[src/design/gas_lamp_ignition_flicker_core_defines.svh]
`ifndef GAS_LAMP_IGNITION_FLICKER_CORE_DEFINES_SVH
`define GAS_LAMP_IGNITION_FLICKER_CORE_DEFINES_SVH

`ifndef SYNTH

`define GLFC_ASSERT(lbl, prop, msg) \
    lbl: assert property (@(posedge clk) disable iff (!rst_n) prop) else $error(msg);

`define GLFC_ASSERT_ALWAYS(lbl, prop, msg) \
    lbl: assert property (@(posedge clk) prop) else $error(msg);

`else

`define GLFC_ASSERT(lbl, prop, msg)

`define GLFC_ASSERT_ALWAYS(lbl, prop, msg)

`endif

`endif

[src/design/glfc_pkg.sv]
package glfc_pkg;

    typedef enum logic [2:0] {
        PH_IDLE   = 3'd0,
        PH_WARMUP = 3'd1,
        PH_ON     = 3'd2,
        PH_OFF    = 3'd3,
        PH_STAB   = 3'd4
    } phase_t;

    typedef enum logic {
        OP_TICK  = 1'b0,
        OP_START = 1'b1
    } op_t;

    typedef struct packed {
        logic       operation;
        logic [7:0] target_power;
        logic [2:0] rand_flashes;
        logic [9:0] rand_warmup_ms;
        logic [6:0] rand_on_ms;
        logic [6:0] rand_level;
        logic [6:0] rand_decay_pct;
    } cmd_word_t;

    typedef struct packed {
        logic [6:0] brightness;
        logic       brightness_valid;
        logic       active;
    } res_word_t;

    localparam logic [6:0] TARGET_MAX    = 7'd100;
    localparam logic [2:0] FLASHES_MIN   = 3'd3;
    localparam logic [2:0] FLASHES_MAX   = 3'd6;
    localparam logic [9:0] WARMUP_MIN    = 10'd200;
    localparam logic [9:0] WARMUP_MAX    = 10'd599;
    localparam logic [6:0] ON_MIN        = 7'd20;
    localparam logic [6:0] ON_MAX        = 7'd79;
    localparam logic [6:0] LEVEL_MIN     = 7'd50;
    localparam logic [6:0] LEVEL_MAX     = 7'd100;
    localparam logic [6:0] DECAY_MIN     = 7'd60;
    localparam logic [6:0] DECAY_MAX     = 7'd79;
    localparam logic [8:0] PAUSE_INIT    = 9'd400;
    localparam logic [8:0] PAUSE_FLOOR   = 9'd20;
    localparam logic [9:0] STAB_MS       = 10'd150;
    localparam logic [6:0] START_LEVEL   = 7'd10;
    localparam logic [9:0] ELAPSED_MAX   = 10'd1023;

    // Reciprocals: floor(x/100) = (x*5243)>>19 for x < 2^15,
    // floor(x/5) = (x*205)>>10 for x <= 400.
    localparam logic [12:0] RECIP_100    = 13'd5243;
    localparam int          SHIFT_100    = 19;
    localparam logic [7:0]  RECIP_5      = 8'd205;
    localparam int          SHIFT_5      = 10;

endpackage

[src/design/gas_lamp_ignition_flicker_core.sv]
// Path: a word accepted on cmd passes the input register and then the result register on its way to res.
// Throughput: one word per cycle while res is not stalled; the state update is a single
// pass between the input register and the result register.
// Reset: rst_n is asynchronous and active low; it empties both registers, sets the
// sequence idle with a 400 ms pause, and no clearing pass follows.
`include "gas_lamp_ignition_flicker_core_defines.svh"

module gas_lamp_ignition_flicker_core
    import glfc_pkg::*;
(
    input  logic      clk,
    input  logic      rst_n,
    input  logic      cmd_valid,
    output logic      cmd_stall,
    input  cmd_word_t cmd,
    output logic      res_valid,
    input  logic      res_stall,
    output res_word_t res
);

    logic      s1_valid_reg;
    cmd_word_t s1_word_reg;
    logic      out_valid_reg;
    res_word_t out_word_reg;
    logic      out_load;
    logic      advance;
    res_word_t result;

    assign out_load  = !out_valid_reg || !res_stall;
    assign advance   = s1_valid_reg && out_load;
    assign cmd_stall = s1_valid_reg && !out_load;

    glfc_engine u_engine (
        .clk     (clk),
        .rst_n   (rst_n),
        .advance (advance),
        .word    (s1_word_reg),
        .result  (result)
    );

    always_ff @(posedge clk or negedge rst_n)
    begin
        if (!rst_n)
        begin
            s1_valid_reg  <= 1'b0;
            out_valid_reg <= 1'b0;
        end
        else
        begin
            if (!cmd_stall)
                s1_valid_reg <= cmd_valid;
            if (out_load)
                out_valid_reg <= s1_valid_reg;
        end
    end

    always_ff @(posedge clk)
    begin
        if (!cmd_stall)
            s1_word_reg <= cmd;
        if (advance)
            out_word_reg <= result;
    end

    assign res_valid = out_valid_reg;
    assign res       = out_word_reg;

    `GLFC_ASSERT(a_no_word_lost, (s1_valid_reg && !out_load) |=> s1_valid_reg, "input word dropped while output full")
    `GLFC_ASSERT(a_level_range, (res_valid && res.brightness_valid) |-> (res.brightness <= LEVEL_MAX), "brightness above 100")
    `GLFC_ASSERT(a_quiet_is_dark, (res_valid && !res.brightness_valid) |-> (res.brightness == 7'd0), "brightness set without valid")

endmodule

[src/design/glfc_engine.sv]
`include "gas_lamp_ignition_flicker_core_defines.svh"

module glfc_engine
    import glfc_pkg::*;
(
    input  logic      clk,
    input  logic      rst_n,
    input  logic      advance,
    input  cmd_word_t word,
    output res_word_t result
);

    phase_t      phase_reg, phase_next;
    logic [6:0]  target_reg, target_next;
    logic [2:0]  flashes_reg, flashes_next;
    logic [8:0]  pause_reg, pause_next;
    logic [9:0]  step_reg, step_next;
    logic [9:0]  elapsed_reg, elapsed_next;
    logic        pend_reg, pend_next;
    logic [14:0] prod_reg, prod_next;

    logic [6:0]  target_clamped;
    logic [2:0]  flashes_clamped;
    logic [9:0]  warmup_clamped;
    logic [6:0]  on_clamped;
    logic [6:0]  level_clamped;
    logic [6:0]  decay_clamped;
    logic [9:0]  elapsed_inc;
    logic [27:0] quot_prod;
    logic [8:0]  quot;
    logic [8:0]  pause_fixed;
    logic [16:0] stab_prod;
    logic [6:0]  stab_level;

    always_comb
    begin
        if (word.target_power > {1'b0, TARGET_MAX})
            target_clamped = TARGET_MAX;
        else
            target_clamped = word.target_power[6:0];

        if (word.rand_flashes < FLASHES_MIN)
            flashes_clamped = FLASHES_MIN;
        else if (word.rand_flashes > FLASHES_MAX)
            flashes_clamped = FLASHES_MAX;
        else
            flashes_clamped = word.rand_flashes;

        if (word.rand_warmup_ms < WARMUP_MIN)
            warmup_clamped = WARMUP_MIN;
        else if (word.rand_warmup_ms > WARMUP_MAX)
            warmup_clamped = WARMUP_MAX;
        else
            warmup_clamped = word.rand_warmup_ms;

        if (word.rand_on_ms < ON_MIN)
            on_clamped = ON_MIN;
        else if (word.rand_on_ms > ON_MAX)
            on_clamped = ON_MAX;
        else
            on_clamped = word.rand_on_ms;

        if (word.rand_level < LEVEL_MIN)
            level_clamped = LEVEL_MIN;
        else if (word.rand_level > LEVEL_MAX)
            level_clamped = LEVEL_MAX;
        else
            level_clamped = word.rand_level;

        if (word.rand_decay_pct < DECAY_MIN)
            decay_clamped = DECAY_MIN;
        else if (word.rand_decay_pct > DECAY_MAX)
            decay_clamped = DECAY_MAX;
        else
            decay_clamped = word.rand_decay_pct;
    end

    // The shrunken pause passes through prod_reg and pend_reg into pause_reg once the flash-off starts;
    // it is next needed only at the end of the following flash-on.
    assign quot_prod = 28'(prod_reg) * 28'(RECIP_100);
    assign quot      = quot_prod[SHIFT_100 +: 9];
    assign pause_fixed = (quot < PAUSE_FLOOR) ? PAUSE_FLOOR : quot;

    assign stab_prod  = 17'({target_reg, 2'b00}) * 17'(RECIP_5);
    assign stab_level = stab_prod[SHIFT_5 +: 7];

    assign elapsed_inc = (elapsed_reg == ELAPSED_MAX) ? elapsed_reg : elapsed_reg + 10'd1;

    always_comb
    begin
        phase_next   = phase_reg;
        target_next  = target_reg;
        flashes_next = flashes_reg;
        pause_next   = pend_reg ? pause_fixed : pause_reg;
        step_next    = step_reg;
        elapsed_next = elapsed_reg;
        pend_next    = 1'b0;
        prod_next    = prod_reg;
        result       = '0;

        if (advance)
        begin
            if (word.operation == OP_START)
            begin
                target_next  = target_clamped;
                flashes_next = flashes_clamped;
                pause_next   = PAUSE_INIT;
                phase_next   = PH_WARMUP;
                step_next    = warmup_clamped;
                elapsed_next = '0;
                result.brightness       = START_LEVEL;
                result.brightness_valid = 1'b1;
                result.active           = 1'b1;
            end
            else if (phase_reg inside {PH_WARMUP, PH_ON, PH_OFF, PH_STAB})
            begin
                result.active = 1'b1;
                if (elapsed_inc >= step_reg)
                begin
                    elapsed_next = '0;
                    result.brightness_valid = 1'b1;
                    case (phase_reg)
                        PH_WARMUP:
                        begin
                            phase_next = PH_ON;
                            step_next  = 10'(on_clamped);
                            result.brightness = level_clamped;
                        end
                        PH_ON:
                        begin
                            phase_next = PH_OFF;
                            step_next  = 10'(pause_reg);
                            prod_next  = 15'(pause_reg) * 15'(decay_clamped);
                            pend_next  = 1'b1;
                        end
                        PH_OFF:
                        begin
                            if (flashes_reg > 3'd1)
                            begin
                                flashes_next = flashes_reg - 3'd1;
                                phase_next   = PH_ON;
                                step_next    = 10'(on_clamped);
                                result.brightness = level_clamped;
                            end
                            else
                            begin
                                flashes_next = '0;
                                phase_next   = PH_STAB;
                                step_next    = STAB_MS;
                                result.brightness = stab_level;
                            end
                        end
                        default:
                        begin
                            phase_next = PH_IDLE;
                            result.brightness = target_reg;
                        end
                    endcase
                end
                else
                begin
                    elapsed_next = elapsed_inc;
                end
            end
        end
    end

    always_ff @(posedge clk or negedge rst_n)
    begin
        if (!rst_n)
        begin
            phase_reg   <= PH_IDLE;
            target_reg  <= '0;
            flashes_reg <= '0;
            pause_reg   <= PAUSE_INIT;
            step_reg    <= '0;
            elapsed_reg <= '0;
            pend_reg    <= 1'b0;
        end
        else
        begin
            phase_reg   <= phase_next;
            target_reg  <= target_next;
            flashes_reg <= flashes_next;
            pause_reg   <= pause_next;
            step_reg    <= step_next;
            elapsed_reg <= elapsed_next;
            pend_reg    <= pend_next;
        end
    end

    always_ff @(posedge clk)
    begin
        prod_reg <= prod_next;
    end

    `GLFC_ASSERT(a_pend_one_cycle, pend_reg |=> !pend_reg || $past(advance), "pause fix pending too long")
    `GLFC_ASSERT(a_elapsed_below_step, (phase_reg != PH_IDLE) |-> (elapsed_reg < step_reg), "elapsed reached step while running")
    `GLFC_ASSERT(a_flashes_range, flashes_reg <= FLASHES_MAX, "flash count out of range")
    `GLFC_ASSERT(a_off_has_flash, (phase_reg == PH_OFF) |-> (flashes_reg != 3'd0), "flash-off with no flash left")

endmodule
[config.mk]
export PLATFORM = sky130hd
export DESIGN_NAME = gas_lamp_ignition_flicker_core
export DESIGN_NICKNAME = d
export VERILOG_FILES = /design/src/design/glfc_pkg.sv /design/src/design/gas_lamp_ignition_flicker_core.sv /design/src/design/glfc_engine.sv
export VERILOG_INCLUDE_DIRS = /design/src /design/src/design
export SDC_FILE = /design/constraint.sdc
export NUM_CORES = 1
export LEC_CHECK = 0
export BUFFER_PORTS_ARGS = -buffer_cell sky130_fd_sc_hd__buf_4
export CAP_MARGIN = 20
export CORE_AREA = 3 3 147 149
export CTS_BUF_LIST = sky130_fd_sc_hd__clkbuf_16
export CTS_CLUSTER_DIAMETER = 150
export CTS_CLUSTER_SIZE = 8
export DETAILED_ROUTE_END_ITERATION = 16
export DIE_AREA = 0 0 150 152
export PLACE_DENSITY = 0.76
export SYNTH_ARGS = -nofsm -noshare
export SYNTH_HDL_FRONTEND = slang
export SYNTH_HIERARCHICAL = 1
export SYNTH_SLANG_ARGS = --single-unit
[constraint.sdc]
create_clock -name clk -period 14 [get_ports clk]
set_clock_uncertainty 0.2 [all_clocks]
set_input_delay 2.8 -clock clk [delete_from_list [all_inputs] [get_ports clk]]
set_output_delay 2.8 -clock clk [all_outputs]
set_load 0.02 [all_outputs]
* Word level (Yosys, flattened, before mapping)
Index checks and enable logic that the tools add are counted.
** Word-level totals
- Flip-flop bits (word level) :: 112
** Operators by class
- $add $sub $neg :: 2
- Multiply operators :: 3
- Order comparisons :: 14
- Equal/unequal tests :: 5
- Mux-type cells :: 43
- Bitwise logic cells :: 3
- Reduce and logical (&&, ||, !) cells :: 18
** Operators with widths (count)
- $mux 10 :: 9
- $mux 7 :: 8
- $mux 9 :: 4
- $mux 3 :: 11
- $pmux 10 s3 :: 1
- $mul 15x13->28 const B :: 1
- $gt 7x7->1 const B :: 3
- $pmux 7 s3 :: 1
- $mul 7x8->15 const B :: 1
- $mul 9x7->15 :: 1
- $lt 7x6->1 const B :: 2
- $add 10x1->10 const B :: 1
- $eq 10x10->1 const B :: 1
- $ge 10x10->1 :: 1
- $gt 10x10->1 const B :: 1
- $lt 10x8->1 const B :: 1
- $lt 9x5->1 const B :: 1
- $pmux 3 s3 :: 1
- $gt 8x7->1 const B :: 1
- $mux 8 :: 1
- $reduce_and 4->1 :: 2
- $reduce_bool 4->1 :: 2
- $lt 7x5->1 const B :: 1
- $eq 3x2->1 const B :: 2
- 18 further kinds :: 30

* Longest topological paths before layout
- Depth in word-level cells :: 8
- Mapped depth :: 21
- Depth with buffers taken out :: 20

* Hierarchy
The synthesis kept the hierarchy.
** Modules (own cells, without submodules)
- glfc_engine :: times used 1, cells an instance 1105, area an instance 10065.9 sq um, seq. area each 1530.2 sq um
- gas_lamp_ignition_flicker_core :: times used 1, cells an instance 59, area an instance 1651.6 sq um, seq. area each 1611.5 sq um

* Worst setup path after synthesis
Ideal clock, no wire load.
- Kind :: input to output
- Start :: in res_stall
- End :: out cmd_stall
- Arrival time :: 3.040 ns
- Data required time :: 11.000 ns
- Slack :: 7.960 ns
- Cell stages on the path :: 1
- Path buffers :: 0
- Cell sequence :: and3_1
** Between the ends
- Word-level cells in the longest chain between the ends :: 4
** RTL lines
- start: declaration :: RTL line gas_lamp_ignition_flicker_core.sv:17 : input logic res_stall,
- $logic_not 1->1 :: RTL line gas_lamp_ignition_flicker_core.sv:29 : assign out_load = !out_valid_reg || !res_stall;
- $logic_or 1x1->1 :: RTL line gas_lamp_ignition_flicker_core.sv:29
- $logic_not 1->1 :: RTL line gas_lamp_ignition_flicker_core.sv:31 : assign cmd_stall = s1_valid_reg && !out_load;
- $logic_and 1x1->1 :: RTL line gas_lamp_ignition_flicker_core.sv:31
- end: declaration :: RTL line gas_lamp_ignition_flicker_core.sv:14 : output logic cmd_stall,
No other way between the ends.

* Worst setup path in the final report
Same ends and word-level chain as after synthesis.

==> flow_summary.toml <==
[run_status]
outcome = "finished clean"

[drt]
postRouteAntennaNets = 0
avgViaCountPerCell = 5.522
drc = 0
routed_wl_um = 23030
routed-via-count = 8217
initialDrtViolationCount = 387
dr.pass1.iters = 5
detail_route.wl_per_cell_um = 15.47

[logic_synthesis]
synth_flop_cell = "edfxtp_1"
synth_compound_area_share_pct = 12.11
async_flop_share_pct = 40.18
syn_nets = 1500
muxShareOfSynthArea_pct = 1.185
ys_ff_latch = 112
ys_types = 79
syn_area_um2 = 11720
syn-instance-count = 1164
yosysSeqAreaShare_pct = 26.81
synth_edf_count = 67
yosysWarningCount = 6
postSynthAreaPerCell_um2 = 10.07
synthAdderAreaFrac_pct = 37.99
synth-simple-area-share_pct = 11.59
synth_top_family_by_area = "adder cells"
yosys.area_share.xor_xnor_pct = 2.467

[cts]
clock_sinks = 112
ctsHoldBuffers = 0
cts_setup_buffers = 0
cts_made_buffers = 9
h-tree-depth = 3
cts_tree = "built"
max-clock-path-buffers = 2
cts_root_buffer = "clkbuf_16"
path_clk_slew_ns = 0.07
worstSkewPairLatency_ns = 0.35
cts_resized = 0

[sta]
max_freq_ghz = 0.1606
worst_pin_slew_ns = 0.9577
hold_viol = 0
fin_ws_ns = 7.775
slew_headroom_pct = 36.15
rsz0062_at_grt = "no"
finalCriticalPeriod_ns = 6.225
drv_slew = 0
post-route-period-util_pct = 44.47
setup_viol = 0
finalSetupTns_ns = 0

[global_routing]
grt_start_max_net_pins = 46
antenna_found_initial = 0
grt_pass1_wl_um = 39970
track_usage_pct = 21.39
grt_overflow = 0
grt_pass1_vias = 8567

[place]
place_ws_ns = 7.775
routabilityCongestion = 0.8951
place_inst = 1471
dp_hpwl_um = 18950
port_buffers = 57

[finish]
most-common-layout-cells = "inv_1 (217), ha_1 (179), fa_1 (110)"
final-seq-area_um2 = 3142
diodes = 0
final_nets = 1549
fillCellCount = 1655
largest_reg_flops = 43
multiInputGateArea_um2 = 7676
syn2layout_area_growth_pct = 8.586
final_util_pct = 62.68
fin_cells = 1488
drive_gt1_share_pct = 8.949
final_common_cell = "inv_1"

[setup_path]
arrival_ns = 3.23
worstSetupPathType = "in -> out"
critPathLaunch = "res_stall"
cp_max_fo = 5
r2r_start = "u_engine/prod_reg[12]$_DFFE_PP_"
worstSetupStartpointType = "primary input"
regToRegEndpoint = "u_engine/pause_reg[2]$_DFF_PN0_"
reg2reg_depth = 17
r2r_slack_ns = 8.32
required_ns = 11.00
end_kind = "primary output"

[die]
die-area_um2 = 22800
die_h_um = 152
fp.dieW_um = 150
num_io_pins = 58
core_um2 = 20300
initial_utilization_pct = 57.72
row_count = 52

[worst_hold_path]
hold_class = "reg -> reg"
min_path_cells = 1
worstHoldStart = "s1_word_reg[34]$_DFFE_PN_"
min_to = "u_engine/target_reg[0]$_DFFE_PN0P_"

[pwr]
static-leakage-power_uw = 0.006386
powerDensity_nw_per_um2 = 99.19
ir_drop_uv = 87.39

[run]
maxCapViolations = 0
[power breakdown]
group | total, uW | switching [uW] | leakage (uW) | internal, uW
sequential | 450 | 44.8 | 0.00124 | 405
clock | 242 | 119 | 0.000144 | 123
combinational | 570 | 309 | 0.00500 | 261
[cell families after synthesis]
group / Yosys count
adders and majority gates: 290
AOI/OAI and AO/OA: 210
buffers and inverters: 241
muxes: 13
xor gates and xnor gates: 33
DFF: 112
and+or+nand+nor: 265
[synthesized netlist by cell type, types with 4 or more instances]
master | number | area, um^2
inv_1 | 216 | 810.8
ha_1 | 179 | 2240
fa_1 | 110 | 2202
nand2_1 | 79 | 296.5
edfxtp_1 | 67 | 2012
a21oi_1 | 50 | 250.2
nor2_1 | 44 | 165.2
dfrtp_1 | 42 | 1051
o21ai_0 | 40 | 200.2
and2_1 | 34 | 212.7
xnor2_1 | 26 | 227.7
clkbuf_1 | 20 | 75.07
a21o_1 | 19 | 142.6
nand2b_1 | 18 | 112.6
nand3_1 | 13 | 65.06
nor2b_1 | 13 | 81.33
a31oi_1 | 10 | 62.56
nor3_1 | 10 | 50.05
or3_1 | 9 | 56.30
and3_1 | 8 | 50.05
nand4_1 | 8 | 50.05
mux2_2 | 7 | 78.83
o21ai_1 | 7 | 35.03
xor2_1 | 7 | 61.31
mux2i_1 | 6 | 60.06
nor4_1 | 6 | 37.54
or2_2 | 6 | 37.54
a41o_1 | 5 | 50.05
o21bai_1 | 5 | 37.54
o22ai_1 | 5 | 31.28
a211o_1 | 4 | 35.03
a221o_1 | 4 | 40.04
a22o_1 | 4 | 35.03
a31o_2 | 4 | 35.03
o21a_1 | 4 | 30.03
[how the worst max path moves through the flow]
stage | cells past startpoint | end
2_1_floorplan | 1 | cmd_stall
3_3_place_gp | 3 | cmd_stall
3_5_place_dp | 3 | cmd_stall
4_1_cts | 3 | cmd_stall
5_1_grt | 3 | cmd_stall
6_report | 3 | cmd_stall
[layout make-up]
type | count | share of cell area, %
timing repair buffer | 61 | 3.697
sequential | 112 | 24.69
clock inverter | 7 | 0.4229
multi-input combinational | 811 | 60.33
tap | 270 | 2.655
inverter | 218 | 6.431
clock buffer | 9 | 1.770
[per-stage QoR]
step	total power, uW	hold slack [ns]	cell area, um^2
2_1_floorplan	889.5	0.2460	11720
3_3_place_gp	998.4	0.2749	12420
3_5_place_dp	1020	0.2840	12420
4_1_cts	1266	0.3011	12700
5_1_grt	1369	0.3264	12720
6_report	1262	0.3041	12720
[critical path, stage by stage]
cell	delay [ns]
buf_4	0.13
and3_1	0.14
buf_4	0.15
[per-layer routing]
layer	GRT usage [%]	wire [um]	share of wire (%)
met5	0	0	0
met1	28.76	10340	45
met3	2.383	807	3.5
met4	6.100	487	2.1
met2	36.67	11390	49
Note: power is estimated with default switching activity, not from simulation.
